## src/hdl/afbd_pkg.sv

```systemverilog
// shared types, register map and helpers for the anchor-free box decoder
// no dependencies
package afbd_pkg;

  localparam int ADDR_W = 4;
  localparam int DATA_W = 32;

  localparam logic [1:0] REG_THRESHOLD = 2'd0;
  localparam logic [1:0] REG_WIDTH     = 2'd1;
  localparam logic [1:0] REG_HEIGHT    = 2'd2;
  localparam logic [1:0] REG_STAGES    = 2'd3;

  localparam logic [15:0] THRESHOLD_RESET = 16'd0;
  localparam logic [12:0] WIDTH_RESET     = 13'd1024;
  localparam logic [12:0] HEIGHT_RESET    = 13'd640;
  localparam logic [2:0]  STAGES_RESET    = 3'd5;

  localparam logic signed [31:0] COORD_MAX = 32'sd8388607;
  localparam logic signed [31:0] COORD_MIN = -32'sd8388608;

  typedef struct packed {
    logic [15:0] score_threshold;
    logic [12:0] image_width;
    logic [12:0] image_height;
    logic [2:0]  stage_count;
  } cfg_t;

  function automatic logic signed [23:0] sat24(input logic signed [31:0] v);
    logic signed [23:0] r;
    if (v > COORD_MAX) begin
      r = 24'sh7FFFFF;
    end else if (v < COORD_MIN) begin
      r = -24'sh800000;
    end else begin
      r = v[23:0];
    end
    return r;
  endfunction

endpackage

```

## src/hdl/afbd_pred_if.sv

```systemverilog
// prediction channel: one grid cell per transfer
// no dependencies
interface afbd_pred_if;
  logic               valid;
  logic               ready;
  logic        [15:0] score;
  logic signed [15:0] dist_left;
  logic signed [15:0] dist_top;
  logic signed [15:0] dist_right;
  logic signed [15:0] dist_bottom;

  modport source (output valid, score, dist_left, dist_top, dist_right, dist_bottom,
                  input ready);
  modport sink   (input valid, score, dist_left, dist_top, dist_right, dist_bottom,
                  output ready);
endinterface

```

## src/hdl/afbd_box_if.sv

```systemverilog
// box channel: one decoded cell result per transfer
// no dependencies
interface afbd_box_if;
  logic               valid;
  logic               ready;
  logic               box_valid;
  logic signed [23:0] edge_x1;
  logic signed [23:0] edge_y1;
  logic signed [23:0] edge_x2;
  logic signed [23:0] edge_y2;
  logic        [15:0] box_score;
  logic               frame_end;

  modport source (output valid, box_valid, edge_x1, edge_y1, edge_x2, edge_y2,
                  box_score, frame_end, input ready);
  modport sink   (input valid, box_valid, edge_x1, edge_y1, edge_x2, edge_y2,
                  box_score, frame_end, output ready);
endinterface

```

## src/hdl/anchor_free_box_decoder.sv

```systemverilog
// anchor-free multi-stride box decoder, one result per grid cell
// each cell passes the input register, the edge arithmetic and the result register;
// one cell per cycle sustained while the box channel is ready
// synchronous active-high reset clears the grid counters and both stage
// valid flags and loads the register reset values
module anchor_free_box_decoder #(
  parameter int MAX_STAGES = 5,
  parameter int MAX_SIDE   = 4096
) (
  input  logic                         clk,
  input  logic                         rst,
  input  logic                         psel,
  input  logic                         penable,
  input  logic                         pwrite,
  input  logic [afbd_pkg::ADDR_W-1:0]  paddr,
  input  logic [afbd_pkg::DATA_W-1:0]  pwdata,
  output logic [afbd_pkg::DATA_W-1:0]  prdata,
  output logic                         pready,
  afbd_pred_if.sink                    pred,
  afbd_box_if.source                   box
);

  localparam int CW = $clog2(MAX_SIDE / 8);

  afbd_pkg::cfg_t     cfg;

  logic               a_valid;
  logic        [15:0] a_score;
  logic signed [15:0] a_dl;
  logic signed [15:0] a_dt;
  logic signed [15:0] a_dr;
  logic signed [15:0] a_db;
  logic               a_adv;

  logic               o_valid;
  logic               o_ready;
  logic               o_box_valid;
  logic signed [23:0] o_x1;
  logic signed [23:0] o_y1;
  logic signed [23:0] o_x2;
  logic signed [23:0] o_y2;
  logic        [15:0] o_score;
  logic               o_frame_end;

  logic        [2:0]  g_shift;
  logic      [CW-1:0] g_col;
  logic      [CW-1:0] g_row;
  logic               g_last;
  logic               g_origin;

  logic               c_box_valid;
  logic signed [23:0] c_x1;
  logic signed [23:0] c_y1;
  logic signed [23:0] c_x2;
  logic signed [23:0] c_y2;
  logic        [15:0] c_score;

  afbd_cfg u_cfg (
    .clk     (clk),
    .rst     (rst),
    .psel    (psel),
    .penable (penable),
    .pwrite  (pwrite),
    .paddr   (paddr),
    .pwdata  (pwdata),
    .prdata  (prdata),
    .pready  (pready),
    .cfg     (cfg)
  );

  afbd_grid #(
    .MAX_STAGES (MAX_STAGES),
    .MAX_SIDE   (MAX_SIDE),
    .CW         (CW)
  ) u_grid (
    .clk       (clk),
    .rst       (rst),
    .cfg       (cfg),
    .adv       (a_adv),
    .shift     (g_shift),
    .col       (g_col),
    .row       (g_row),
    .last      (g_last),
    .at_origin (g_origin)
  );

  afbd_calc #(
    .CW (CW)
  ) u_calc (
    .shift       (g_shift),
    .col         (g_col),
    .row         (g_row),
    .threshold   (cfg.score_threshold),
    .score       (a_score),
    .dist_left   (a_dl),
    .dist_top    (a_dt),
    .dist_right  (a_dr),
    .dist_bottom (a_db),
    .box_valid   (c_box_valid),
    .edge_x1     (c_x1),
    .edge_y1     (c_y1),
    .edge_x2     (c_x2),
    .edge_y2     (c_y2),
    .box_score   (c_score)
  );

  assign o_ready    = !o_valid || box.ready;
  assign a_adv      = a_valid && o_ready;
  assign pred.ready = !a_valid || o_ready;

  // input register
  always_ff @(posedge clk) begin
    if (rst) begin
      a_valid <= 1'b0;
    end else if (pred.ready) begin
      a_valid <= pred.valid;
    end
  end

  always_ff @(posedge clk) begin
    if (pred.valid && pred.ready) begin
      a_score <= pred.score;
      a_dl    <= pred.dist_left;
      a_dt    <= pred.dist_top;
      a_dr    <= pred.dist_right;
      a_db    <= pred.dist_bottom;
    end
  end

  // result register
  always_ff @(posedge clk) begin
    if (rst) begin
      o_valid <= 1'b0;
    end else if (o_ready) begin
      o_valid <= a_valid;
    end
  end

  always_ff @(posedge clk) begin
    if (a_adv) begin
      o_box_valid <= c_box_valid;
      o_x1        <= c_x1;
      o_y1        <= c_y1;
      o_x2        <= c_x2;
      o_y2        <= c_y2;
      o_score     <= c_score;
      o_frame_end <= g_last;
    end
  end

  assign box.valid     = o_valid;
  assign box.box_valid = o_box_valid;
  assign box.edge_x1   = o_x1;
  assign box.edge_y1   = o_y1;
  assign box.edge_x2   = o_x2;
  assign box.edge_y2   = o_y2;
  assign box.box_score = o_score;
  assign box.frame_end = o_frame_end;

  a_rst_clears: assert property (@(posedge clk)
    $past(rst) |-> !a_valid && !o_valid)
    else $error("pipeline valid set right after reset");

  a_frame_wraps: assert property (@(posedge clk) disable iff (rst)
    a_adv && g_last |=> g_origin)
    else $error("grid walk not back at origin after frame end");

  a_invalid_zero: assert property (@(posedge clk) disable iff (rst)
    o_valid && !o_box_valid |-> o_x1 == '0 && o_y1 == '0 && o_x2 == '0 &&
                                o_y2 == '0 && o_score == '0)
    else $error("rejected cell carries nonzero box");

  a_stall_holds: assert property (@(posedge clk) disable iff (rst)
    a_valid && !o_ready |=> a_valid && $stable(a_score))
    else $error("input register lost an item while stalled");

endmodule

```

## src/hdl/afbd_cfg.sv

```systemverilog
// apb configuration registers of the box decoder
// depends on afbd_pkg
module afbd_cfg (
  input  logic                         clk,
  input  logic                         rst,
  input  logic                         psel,
  input  logic                         penable,
  input  logic                         pwrite,
  input  logic [afbd_pkg::ADDR_W-1:0]  paddr,
  input  logic [afbd_pkg::DATA_W-1:0]  pwdata,
  output logic [afbd_pkg::DATA_W-1:0]  prdata,
  output logic                         pready,
  output afbd_pkg::cfg_t               cfg
);

  logic wr;

  assign pready = 1'b1;
  assign wr = psel && penable && pwrite;

  always_ff @(posedge clk) begin
    if (rst) begin
      cfg.score_threshold <= afbd_pkg::THRESHOLD_RESET;
      cfg.image_width     <= afbd_pkg::WIDTH_RESET;
      cfg.image_height    <= afbd_pkg::HEIGHT_RESET;
      cfg.stage_count     <= afbd_pkg::STAGES_RESET;
    end else if (wr) begin
      unique case (paddr[3:2])
        afbd_pkg::REG_THRESHOLD: cfg.score_threshold <= pwdata[15:0];
        afbd_pkg::REG_WIDTH:     cfg.image_width     <= pwdata[12:0];
        afbd_pkg::REG_HEIGHT:    cfg.image_height    <= pwdata[12:0];
        afbd_pkg::REG_STAGES:    cfg.stage_count     <= pwdata[2:0];
        default: ;
      endcase
    end
  end

  always_comb begin
    unique case (paddr[3:2])
      afbd_pkg::REG_THRESHOLD: prdata = {16'd0, cfg.score_threshold};
      afbd_pkg::REG_WIDTH:     prdata = {19'd0, cfg.image_width};
      afbd_pkg::REG_HEIGHT:    prdata = {19'd0, cfg.image_height};
      afbd_pkg::REG_STAGES:    prdata = {29'd0, cfg.stage_count};
      default:                 prdata = '0;
    endcase
  end

endmodule

```

## src/hdl/afbd_grid.sv

```systemverilog
// stage, row and column walk over the multi-stride grids
// depends on afbd_pkg
module afbd_grid #(
  parameter int MAX_STAGES = 5,
  parameter int MAX_SIDE   = 4096,
  parameter int CW         = 9
) (
  input  logic           clk,
  input  logic           rst,
  input  afbd_pkg::cfg_t cfg,
  input  logic           adv,
  output logic [2:0]     shift,
  output logic [CW-1:0]  col,
  output logic [CW-1:0]  row,
  output logic           last,
  output logic           at_origin
);

  logic [2:0]    stage;
  logic [2:0]    stage_next;
  logic [CW-1:0] col_next;
  logic [CW-1:0] row_next;
  logic [2:0]    stage_eff;
  logic [2:0]    stages;
  logic [13:0]   w_side;
  logic [13:0]   h_side;
  logic [13:0]   stride;
  logic [13:0]   cols;
  logic [13:0]   rows;
  logic          col_wrap;
  logic          row_wrap;
  logic          stage_wrap;

  always_comb begin
    stages = cfg.stage_count;
    if (stages == 3'd0) begin
      stages = 3'd1;
    end else if (stages > 3'(MAX_STAGES)) begin
      stages = 3'(MAX_STAGES);
    end

    w_side = {1'b0, cfg.image_width};
    if (w_side == 14'd0) begin
      w_side = 14'd1;
    end else if (w_side > 14'(MAX_SIDE)) begin
      w_side = 14'(MAX_SIDE);
    end
    h_side = {1'b0, cfg.image_height};
    if (h_side == 14'd0) begin
      h_side = 14'd1;
    end else if (h_side > 14'(MAX_SIDE)) begin
      h_side = 14'(MAX_SIDE);
    end

    stage_eff = (stage >= 3'(MAX_STAGES)) ? 3'd0 : stage;
    shift     = stage_eff + 3'd3;
    stride    = 14'd1 << shift;
    cols      = (w_side + stride - 14'd1) >> shift;
    rows      = (h_side + stride - 14'd1) >> shift;

    col_wrap   = (14'(col) + 14'd1) >= cols;
    row_wrap   = (14'(row) + 14'd1) >= rows;
    stage_wrap = (stage_eff + 3'd1) >= stages;
    last       = col_wrap && row_wrap && stage_wrap;

    col_next   = col_wrap ? '0 : col + 1'b1;
    row_next   = row;
    stage_next = stage_eff;
    if (col_wrap) begin
      row_next = row_wrap ? '0 : row + 1'b1;
      if (row_wrap) begin
        stage_next = stage_wrap ? 3'd0 : stage_eff + 3'd1;
      end
    end
  end

  assign at_origin = (stage == 3'd0) && (row == '0) && (col == '0);

  always_ff @(posedge clk) begin
    if (rst) begin
      stage <= 3'd0;
      row   <= '0;
      col   <= '0;
    end else if (adv) begin
      stage <= stage_next;
      row   <= row_next;
      col   <= col_next;
    end
  end

endmodule

```

## src/hdl/afbd_calc.sv

```systemverilog
// edge arithmetic: origin plus or minus scaled distance, then saturation
// depends on afbd_pkg
module afbd_calc #(
  parameter int CW = 9
) (
  input  logic               [2:0]  shift,
  input  logic               [CW-1:0] col,
  input  logic               [CW-1:0] row,
  input  logic               [15:0] threshold,
  input  logic               [15:0] score,
  input  logic signed        [15:0] dist_left,
  input  logic signed        [15:0] dist_top,
  input  logic signed        [15:0] dist_right,
  input  logic signed        [15:0] dist_bottom,
  output logic                      box_valid,
  output logic signed        [23:0] edge_x1,
  output logic signed        [23:0] edge_y1,
  output logic signed        [23:0] edge_x2,
  output logic signed        [23:0] edge_y2,
  output logic               [15:0] box_score
);

  logic        [3:0]  org_shift;
  logic signed [31:0] cx;
  logic signed [31:0] cy;
  logic signed [31:0] dl;
  logic signed [31:0] dt;
  logic signed [31:0] dr;
  logic signed [31:0] db;

  always_comb begin
    org_shift = {1'b0, shift} + 4'd8;
    cx = $signed(32'(col) << org_shift);
    cy = $signed(32'(row) << org_shift);
    dl = 32'(dist_left) <<< shift;
    dt = 32'(dist_top) <<< shift;
    dr = 32'(dist_right) <<< shift;
    db = 32'(dist_bottom) <<< shift;

    box_valid = score > threshold;
    if (box_valid) begin
      edge_x1   = afbd_pkg::sat24(cx - dl);
      edge_y1   = afbd_pkg::sat24(cy - dt);
      edge_x2   = afbd_pkg::sat24(cx + dr);
      edge_y2   = afbd_pkg::sat24(cy + db);
      box_score = score;
    end else begin
      edge_x1   = '0;
      edge_y1   = '0;
      edge_x2   = '0;
      edge_y2   = '0;
      box_score = '0;
    end
  end

endmodule
```

## src/flat_wrapper.sv

```systemverilog
// flat-port wrapper written by rule: the top's interface ports become plain ports
module anchor_free_box_decoder_flat 
#(
  parameter int MAX_STAGES = 5,
  parameter int MAX_SIDE   = 4096
)
  (clk, rst, psel, penable, pwrite, paddr, pwdata, prdata, pready, pred_valid, pred_score, pred_dist_left, pred_dist_top, pred_dist_right, pred_dist_bottom, pred_ready, box_valid, box_box_valid, box_edge_x1, box_edge_y1, box_edge_x2, box_edge_y2, box_box_score, box_frame_end, box_ready);
  afbd_pred_if pred_i ();
  afbd_box_if box_i ();
  input  logic clk;
  input  logic rst;
  input  logic psel;
  input  logic penable;
  input  logic pwrite;
  input  logic [afbd_pkg::ADDR_W-1:0] paddr;
  input  logic [afbd_pkg::DATA_W-1:0] pwdata;
  output logic [afbd_pkg::DATA_W-1:0] prdata;
  output logic pready;
  input wire logic [$bits(pred_i.valid)-1:0] pred_valid;
  input wire logic [$bits(pred_i.score)-1:0] pred_score;
  input wire logic [$bits(pred_i.dist_left)-1:0] pred_dist_left;
  input wire logic [$bits(pred_i.dist_top)-1:0] pred_dist_top;
  input wire logic [$bits(pred_i.dist_right)-1:0] pred_dist_right;
  input wire logic [$bits(pred_i.dist_bottom)-1:0] pred_dist_bottom;
  output wire logic [$bits(pred_i.ready)-1:0] pred_ready;
  output wire logic [$bits(box_i.valid)-1:0] box_valid;
  output wire logic [$bits(box_i.box_valid)-1:0] box_box_valid;
  output wire logic [$bits(box_i.edge_x1)-1:0] box_edge_x1;
  output wire logic [$bits(box_i.edge_y1)-1:0] box_edge_y1;
  output wire logic [$bits(box_i.edge_x2)-1:0] box_edge_x2;
  output wire logic [$bits(box_i.edge_y2)-1:0] box_edge_y2;
  output wire logic [$bits(box_i.box_score)-1:0] box_box_score;
  output wire logic [$bits(box_i.frame_end)-1:0] box_frame_end;
  input wire logic [$bits(box_i.ready)-1:0] box_ready;
  assign pred_i.valid = pred_valid;
  assign pred_i.score = pred_score;
  assign pred_i.dist_left = pred_dist_left;
  assign pred_i.dist_top = pred_dist_top;
  assign pred_i.dist_right = pred_dist_right;
  assign pred_i.dist_bottom = pred_dist_bottom;
  assign pred_ready = pred_i.ready;
  assign box_valid = box_i.valid;
  assign box_box_valid = box_i.box_valid;
  assign box_edge_x1 = box_i.edge_x1;
  assign box_edge_y1 = box_i.edge_y1;
  assign box_edge_x2 = box_i.edge_x2;
  assign box_edge_y2 = box_i.edge_y2;
  assign box_box_score = box_i.box_score;
  assign box_frame_end = box_i.frame_end;
  assign box_i.ready = box_ready;
  anchor_free_box_decoder #(.MAX_STAGES(MAX_STAGES), .MAX_SIDE(MAX_SIDE)) u_core (.clk(clk), .rst(rst), .psel(psel), .penable(penable), .pwrite(pwrite), .paddr(paddr), .pwdata(pwdata), .prdata(prdata), .pready(pready), .pred(pred_i), .box(box_i));
endmodule
```

## config.mk

```make
export PLATFORM = sky130hd
export DESIGN_NAME = anchor_free_box_decoder_flat
export DESIGN_NICKNAME = d
export VERILOG_FILES = /design/src/hdl/afbd_pkg.sv /design/src/hdl/afbd_pred_if.sv /design/src/hdl/afbd_box_if.sv /design/src/hdl/anchor_free_box_decoder.sv /design/src/hdl/afbd_cfg.sv /design/src/hdl/afbd_grid.sv /design/src/hdl/afbd_calc.sv /design/src/flat_wrapper.sv
export SDC_FILE = /design/constraint.sdc
export NUM_CORES = 1
export LEC_CHECK = 0
export ABC_AREA = 1
export BUFFER_PORTS_ARGS = -buffer_cell sky130_fd_sc_hd__buf_2
export CAP_MARGIN = 20
export CORE_ASPECT_RATIO = 0.8
export CORE_MARGIN = 3
export CORE_UTILIZATION = 35
export CTS_CLUSTER_SIZE = 28
export DETAILED_ROUTE_END_ITERATION = 10
export GPL_TIMING_DRIVEN = 0
export PLACE_DENSITY_LB_ADDON = 0.25
export SLEW_MARGIN = 20
export SYNTH_ARGS = -nofsm -noshare
export SYNTH_HDL_FRONTEND = slang
export SYNTH_SLANG_ARGS = --single-unit
```

## constraint.sdc

```tcl
create_clock -name clk -period 8 [get_ports clk]
set_input_delay 1.6 -clock clk [delete_from_list [all_inputs] [get_ports clk]]
set_output_delay 1.6 -clock clk [all_outputs]
set_load 0.05 [all_outputs]
```

# After elaboration in Yosys (flattened, before gate mapping)
# Index checks and enable logic that the tools add are counted.
# totals
wordCells,113
ff_bits,262
input_bits,123
# op_classes
n_addsub,15
n_reduce_logical,23
shifts,9
bitwise_logic,1
n_lt_le_gt_ge,16
eq_ne,3
mux,21
# ops
op,count
"greater-than comparator 32 x 24 -> 1 bit, second input constant",4
"< comparator 32 x 24 -> 1 bit, second input constant",4
case mux 32 bit (4 select lines),1
<<< shifter 16 x 3 -> 32 bit,4
two-way mux 24 bit,4
two-way mux 23 bit,4
adder 32 bit,2
<< shifter 9 x 4 -> 32 bit,2
subtractor 32 bit,2
two-way mux 13 bit,4
adder 14 bit,2
greater-or-equal comparator 10 x 14 -> 1 bit,2
>> shifter 14 x 3 -> 14 bit,2
"subtractor 14 x 1 -> 14 bit, second input constant",2
"greater-than comparator 13 bit, second input constant",2
zero test 13 bit,2
"adder 9 x 1 -> 10 bit, second input constant",2
"adder 9 x 1 -> 9 bit, second input constant",2
two-way mux 3 bit,6
two-way mux 9 bit,2
greater-than comparator 16 bit,1
"<< shifter 1 x 3 -> 14 bit, first input constant",1
AND reduction 2 bit,5
OR reduction 2 bit,4
other kinds (14),22

# Longest topological paths before layout
# Gate-level depths: netlist (run 1).
# logic_depth
ltp_word,10
ltp_mapped,50
mapped_depth_nobuf,44

# Modules after synthesis
# From an unflattened synthesis (run 1), not the netlist that was laid out.
# hier_totals
hier_cells,3066
area_unflattened_um2,21784.6
# modules_own_cells
module,seq_area_each_um2,n_inst,area_per_inst_um2,cells_per_inst
afbd_calc,0.0,1,9110.0,1754
anchor_free_box_decoder,5865.6,1,5916.9,206
afbd_grid,420.4,1,4421.7,751
afbd_cfg,900.9,1,2336.0,355

# Least setup slack after synthesis (run 1)
# Ideal clock, no wire load.
# synth_path
path_type,flip-flop to flip-flop
startpoint,register u_core.u_grid.stage[2]
endpoint,register u_core.u_grid.row[2]
stages_incl_launch_ff,48
period_less_slack_ps,6475
t_arrival_ps,6404
t_required_ps,7930
path_slack_ps,1525
setup_time_ps,70
path_cell_list,dfxtp_1 -> inv_2 -> nand2_4 -> buf_2 -> buf_1 -> buf_1 -> ha_1 -> inv_1 -> nand4_1 -> nand2_4 -> inv_2 -> buf_2 -> clkbuf_1 -> clkbuf_1 -> clkbuf_1 -> nand3_1 -> ha_1 -> inv_1 -> (+12 left out) -> nand2_1 -> nand2_1 -> nand2_1 -> nand2_1 -> nand2_1 -> nand2_1 -> nand2_1 -> nand2_1 -> nand2_1 -> nand2_1 -> nand2_1 -> nand2_1 -> nor2_1 -> a21oi_2 -> nand2_1 -> nor2_2 -> nand2_1 -> a21oi_1
# synth_via
elab_chain_len,9
# synth_rtl
element,line_no,source
from (decl),afbd_grid.sv:19,logic [2:0] stage;
from (signal assigned),afbd_grid.sv:85,stage <= stage_next;
greater-or-equal comparator 3 bit,afbd_grid.sv:55,stage_eff = (stage >= 3'(MAX_STAGES)) ? 3'd0 : stage;
two-way mux 3 bit *,afbd_grid.sv:55,
adder 3 x 2 -> 3 bit *,afbd_grid.sv:56,shift = stage_eff + 3'd3;
<< shifter 1 x 3 -> 14 bit,afbd_grid.sv:57,stride = 14'd1 << shift;
adder 14 bit (on tied branches),"afbd_grid.sv:59, afbd_grid.sv:58",
subtractor 14 x 1 -> 14 bit (on tied branches),"afbd_grid.sv:59, afbd_grid.sv:58",
>> shifter 14 x 3 -> 14 bit (on tied branches),"afbd_grid.sv:59, afbd_grid.sv:58",
greater-or-equal comparator 10 x 14 -> 1 bit (on tied branches),"afbd_grid.sv:62, afbd_grid.sv:61",
two-way mux 9 bit or AND reduction 2 bit (tied branches),-,
to (signal assigned),afbd_grid.sv:86,row <= row_next;
to (decl),afbd_grid.sv:14,"output logic [CW-1:0] row,"
# Mark *: on every way between the ends. The rest lies on a longest branch, timed or not.
# A chain may end at the register's enable or synchronous reset.

# Final worst setup path (run 1)
# layout_path
startpoint,register u_core.u_grid.stage[2]
endpoint,"register u_core.o_y2[15], in the netlist u_core.box.edge_y2[15] (data pin)"
# layout_via
elab_chain_len,9
# layout_rtl
element,line_no,source
greater-or-equal comparator 3 bit,afbd_grid.sv:55,
two-way mux 3 bit *,afbd_grid.sv:55,
adder 3 x 2 -> 3 bit *,afbd_grid.sv:56,
adder 3 x 4 -> 4 bit,afbd_calc.sv:32,"org_shift = {1'b0, shift} + 4'd8;"
<< shifter 9 x 4 -> 32 bit,afbd_calc.sv:34,cy = $signed(32'(row) << org_shift);
adder 32 bit *,afbd_calc.sv:45,edge_y2 = afbd_pkg::sat24(cy + db);
< comparator 32 x 24 -> 1 bit,afbd_pkg.sv:32,end else if (v < COORD_MIN) begin
two-way mux 24 bit,afbd_pkg.sv:32,
two-way mux 23 bit *,afbd_pkg.sv:30,if (v > COORD_MAX) begin
to (signal assigned),anchor_free_box_decoder.sv:145,o_y2 <= c_y2;
to (decl),anchor_free_box_decoder.sv:41,logic signed [23:0] o_y2;
# Marked as above.

==> results of run 1 <==
## kinds of logic (layout without fill, tap and decap cells)
| family | Yosys count | after routing | synth area share |
|---|---|---|---|
| muxes | 48 | 48 | 0.0231 |
| xor gates and xnor gates | 89 | 89 | 0.0375 |
| adders and majority gates | 155 | 155 | 0.0948 |
| buffers and inverters | 466 | 754 | 0.0915 |
| AOI/OAI and AO/OA | 633 | 633 | 0.176 |
| other | 2 | 18 | 0.000362 |
| DFF | 262 | 262 | 0.346 |
| and+or+nand+nor | 1155 | 1155 | 0.230 |
## power by group
| part | total (W) | internal, W | leakage (nW) | switching, W |
|---|---|---|---|---|
| sequential | 0.00158 | 0.00155 | 2.41 | 0.0000365 |
| clock | 0.00137 | 0.000781 | 0.477 | 0.000589 |
| combinational | 0.000745 | 0.000217 | 8.28 | 0.000528 |
## critical path: cells and delay by family (launching register included)
kind | cells | cell delay, ns
mux | 1 | 0.20
flops | 1 | 0.47
buf+inv | 9 | 2.91
compound gates | 5 | 1.75
fa+ha+maj | 2 | 0.80
simple gates | 11 | 1.12
## final timing paths
path / startpoint / end / slack [ns] / cells after the start
setup / recovery: u_core.u_grid.stage[2] / u_core.box.edge_y2[15] / 0.40 / 28
hold / removal: u_core.u_grid.stage[1] / u_core.u_grid.stage[1] / 0.47 / 2
setup reg to reg: u_core.u_grid.stage[2] / u_core.box.edge_y2[15] / 0.40 / 28
hold reg to reg: u_core.u_grid.stage[1] / u_core.u_grid.stage[1] / 0.47 / 2
## routing by layer
layer | vias up | routed length, um
met4 | 2 | 1380
li1 | 9959 | -
met5 | - | 13
met3 | 90 | 8400
met1 | 9258 | 34600
met2 | 923 | 29600
## flip-flops by register name (all words and copies together), names as in the netlist
name / flops
u_core.u_cfg.cfg: 45
u_core.box.edge_x1: 24
u_core.box.edge_x2: 24
u_core.box.edge_y1: 24
u_core.box.edge_y2: 24
u_core.a_db: 16
u_core.a_dl: 16
u_core.a_dr: 16
u_core.a_dt: 16
u_core.a_score: 16
u_core.box.box_score: 16
u_core.u_grid.col: 9
u_core.u_grid.row: 9
u_core.u_grid.stage: 3
u_core.a_valid: 1
u_core.box.box_valid: 1
u_core.box.frame_end: 1
u_core.box.valid: 1
## placed cells by master (no fill, tap or decap), types with 68 or more instances in the layout
cell	instances
a21oi_1	192
nand2_1	710
inv_1	324
o21ai_0	274
nand3_1	144
buf_2	245
nor2_1	201
ha_1	151
edfxtp_1	194
dfxtp_1	68
## final cells by class
type / instances / area (um2)
fill: 6092 / 34400
multi-input combinational: 2097 / 11800
sequential: 262 / 7190
timing repair buffer: 239 / 1260
inverter: 335 / 1260
tap: 769 / 962
clock buffer: 37 / 800
buffer: 126 / 642
clock inverter: 17 / 168
antenna: 1 / 2.50
## timing repair
item,CTS,global route
setup endpoints to repair,114,83
cloned,0,0
gates resized for setup,7,7
## stage by stage
step	worst slack, ns	setup TNS, ns	area, um2
after global placement	-1.14	-41.00	23000
after CTS	0.250	0	24000
after floorplan	1.53	0	20800
after global routing	0.136	0	24000
after detailed placement	-1.15	-36.90	23100
final	0.401	0	24000
==> qor.yml, run 1 <==
setup-violations-final: 0
grt_usage: 0.233
endpoint_kind: "register"
slew_viol_final: 0
ys_seq_elements: 262
die_w_um: 278
clock-sinks: 262
dp_cells: 3833
grt_busiest_layer: "met1"
synth_cell_types: 58
grt.met3_usage: 0.0612
cp_slowest_cell: "o21ai_0"
critical_path_required_ns: 8.29
synth_area_leaders: "edfxtp_1 28%, nand2_1 13%, ha_1 9.1%"
drc: 0
dieArea_um2: 62300
worst_slew_pin_slew_ns: 1.28
wire_per_inst_um: 19.1
grt_pass1_wl_mm: 112
cts_buffers: 29
period_share: 0.950
ys_async_sr_fraction: 0
grt_util_met2: 0.340
hold_path.class: "reg -> reg"
slew_headroom: 0.137
cpMostUsedCell: "nand2_1"
syn_to_final_growth_pct: 15.8
hold_viol_final: 0
tritoncts: "done"
gr-total-overflow: 0
grt_max_degree: 51
start_util: 0.355
synth_area_um2: 20800
synth_top_area_cell: "edfxtp_1"
rows: 79
ir_worst_vdd_v: 0.000172
drive_above_1_share: 0.143
p_leak_nw: 11.2
vias_per_cell: 5.21
outcome: "complete, no violations"
via_count: 20232
use_met1: 0.347
crit_fanout: 25
ioPinCount: 272
syn_inst: 2810
avgSynthCellArea_um2: 7.39
final_util: 0.412
yosys-top-cells-count: "711 x nand2_1, 325 x inv_1, 274 x o21ai_0"
final_cells: 3883
ant_nets: 0
clock.fmax_ghz: 0.132
path_clk_slew_ns: 0.06
synth_warnings: 0
cts_hold_buf: 0
synth.top_cell.area_share: 0.281
antenna_found_initial: 3
finalWirelength_mm: 74.1
final_nets: 3368
cts_setup_buffers: 0
power_density_nw_per_um2: 154
gp_congestion: 0.976
critPathKind: "reg -> reg"
ys_seq_area_frac: 0.346
drt_iter0_drc: 2332
cts_max_level: 1
worst_setup_path_start_kind: "register"
dieHeight_um: 224
clk_latency_ns: 0.58
worst_path_largest_cell_delay_ns: 1.02
p_total_w: 0.00370
holdWs_ns: 0.472
cp.arrival_ns: 7.89
synth_enable_flop_cells: 194
root_buffer: "clkbuf_16"
synth_most_common_cell: "nand2_1"
place_hpwl_mm: 59.3
clock_skew_ns: 0.0211
dr.pass1.iters: 6
finalCriticalPeriod_ns: 7.60
synth_ff_type: "edfxtp_1"
first_global_vias: 18732
core_area_um2: 58400
rsz0062_at_grt: "false"
cts_max_path_buffers: 3
drv_cap: 0
port_buffers: 236
Note: power is estimated with default switching activity, not from simulation.
==> run 2: changes to the inputs <==
CORE_UTILIZATION = 34   (was 35)
RECOVER_POWER = 50   (was unset)
==> run 2 against run 1 <==
Highest routed layer is now met4. Via count down 0.39%. The run now ends with max-capacitance violations, max-slew violations left. Critical path depth down 5. Sequential power about the same. Cell count up 0.28%. Count of clock-buffer cells in the layout down 6. Clock power about the same.
==> qor.yml, run 2 (synthesized netlist as in run 1, its figures left out) <==
outcome: "complete, but fails checks"
violations: "max-capacitance violations, max-slew violations"
die_w_um: 282
final_cell_mix: "711 x nand2_1, 324 x inv_1, 273 x o21ai_0"
grt_pass1_wl_mm: 112
reg2reg_depth: 23
dieArea_um2: 64100
final_cells: 3894
gr-total-overflow: 0
p_leak_nw: 11.0
dieHeight_um: 227
cts_max_path_buffers: 3
gp_congestion: 0.988
fillers: 6381
endpoint_kind: "register"
slew_headroom: -0.763
vias_per_cell: 5.18
top_register: "u_core.u_cfg.cfg"
critPathKind: "reg -> reg"
cts_buffers: 29
dp_cells: 3843
first_global_vias: 18894
drt_iter0_drc: 2169
path_buf_inv: 9
clock.fmax_ghz: 0.133
critical_path_required_ns: 8.31
final_nets: 3369
syn_to_final_growth_pct: 15.3
rsz0062_at_grt: "false"
clock-sinks: 262
setup.worst_path.start: "u_core.u_grid.stage[2]"
final_util: 0.399
power_density_nw_per_um2: 154
cts_max_level: 1
r2r-end: "u_core.box.edge_y2[1]"
grt_usage: 0.228
setup-violations-final: 0
port_buffers: 236
grt_max_degree: 54
wire_per_inst_um: 19.2
reg2reg_setup_slack_ns: 0.46
reg2reg_from: "u_core.u_grid.stage[2]"
place_hpwl_mm: 60.1
p_total_w: 0.00370
cp_slowest_cell: "o21ai_0"
cp_num_cells: 23
crit_fanout: 25
setup-tns-final_ns: 0
cp.arrival_ns: 7.85
clk_latency_ns: 0.60
hold_viol_final: 0
ir_worst_vdd_v: 0.000151
finalCriticalPeriod_ns: 7.54
placed_area_um2: 23100
rows: 80
hold_path.class: "reg -> reg"
worst_setup_path_start_kind: "register"
antenna_found_initial: 0
core_area_um2: 60100
crit_path_end: "u_core.box.edge_y2[1]"
start_util: 0.346
drive_above_1_share: 0.126
drv_cap: 4
drc: 0
layout_commonest_cell: "nand2_1"
clock_skew_ns: 0.0164
worstPathCellList: "inv_2 -> nand2_4 -> clkbuf_4 -> ha_1 -> buf_2 -> inv_2 -> buf_2 -> buf_2 -> buf_1 -> buf_1 -> mux2i_1 -> o21ai_0 -> ha_1 -> a21o_1 -> a21oi_1 -> o21ai_0 -> a211o_1 -> xor2_1 -> nor2_1 -> nand2_1 -> nand3_1 -> clkbuf_1 -> o21ai_0"
root_buffer: "clkbuf_16"
final_area_um2: 23900
worst_path_largest_cell_delay_ns: 0.92
worst_slew_pin_slew_ns: 2.64
slew_viol_final: 156
dr.pass1.iters: 6
cp_top_family: "buffers and inverters"
via_count: 20153
ant_nets: 0
path_clk_slew_ns: 0.06
largest_register_ffs: 45
finalWirelength_mm: 74.8
period_share: 0.942
tritoncts: "done"
ioPinCount: 272
==> run 2: repair_timing <==
item	CTS	global route
setup buffers	0	0
endpoints found under the setup margin	113	113
hold buffers	0	0
resized for setup	5	9
pin swaps	0	0
==> run 2: worst min-delay path by stage <==
stage | endpoint | startpoint | slack, ns | depth (start not counted)
floorplan | u_core.u_grid.stage[1] | u_core.u_grid.stage[1] | 0.45 | 2
global placement | u_core.u_grid.stage[1] | u_core.u_grid.stage[1] | 0.46 | 2
detailed placement | u_core.u_grid.stage[1] | u_core.u_grid.stage[1] | 0.46 | 2
CTS | u_core.u_grid.stage[1] | u_core.u_grid.stage[1] | 0.47 | 2
global route | u_core.u_grid.stage[1] | u_core.u_grid.stage[1] | 0.51 | 2
finish | u_core.u_grid.stage[1] | u_core.u_grid.stage[1] | 0.47 | 2
==> run 2: cell type report <==
type,count,area [um2],area share
multi-input cells,2097,11800,0.491
flip-flops and latches,262,7190,0.300
inverters,335,1260,0.0526
repair buffers,239,1150,0.0482
well taps,779,975,0.0407
clock buffers,31,733,0.0306
plain buffers,127,644,0.0269
clock inverters,23,238,0.00993
diodes,1,2.50,0.000105
==> run 2: per-stage QoR <==
stage | setup WS, ns | hold WS (ns)
after floorplan | 1.53 | 0.445
after global placement | -1.05 | 0.455
after detailed placement | -1.05 | 0.461
after CTS | 0.0703 | 0.469
after global routing | 0.0118 | 0.512
final | 0.462 | 0.467
==> run 2: where the power goes <==
group	internal, W	switching [W]
clock network	0.000772	0.000594
registers	0.00155	0.0000378
logic	0.000210	0.000533
==> run 2: worst min-delay path: cells and delay by family, from the launching register on <==
kind	cells	cell delay [ns]
flops	1	0.31
simple gates	1	0.06
compound gates	1	0.06
==> run 2: layer usage <==
layer  track usage  routed length, um
met5             0                  0
met4        0.0517               1700
met3        0.0661               8230
met2         0.325              29400
met1         0.338              35500
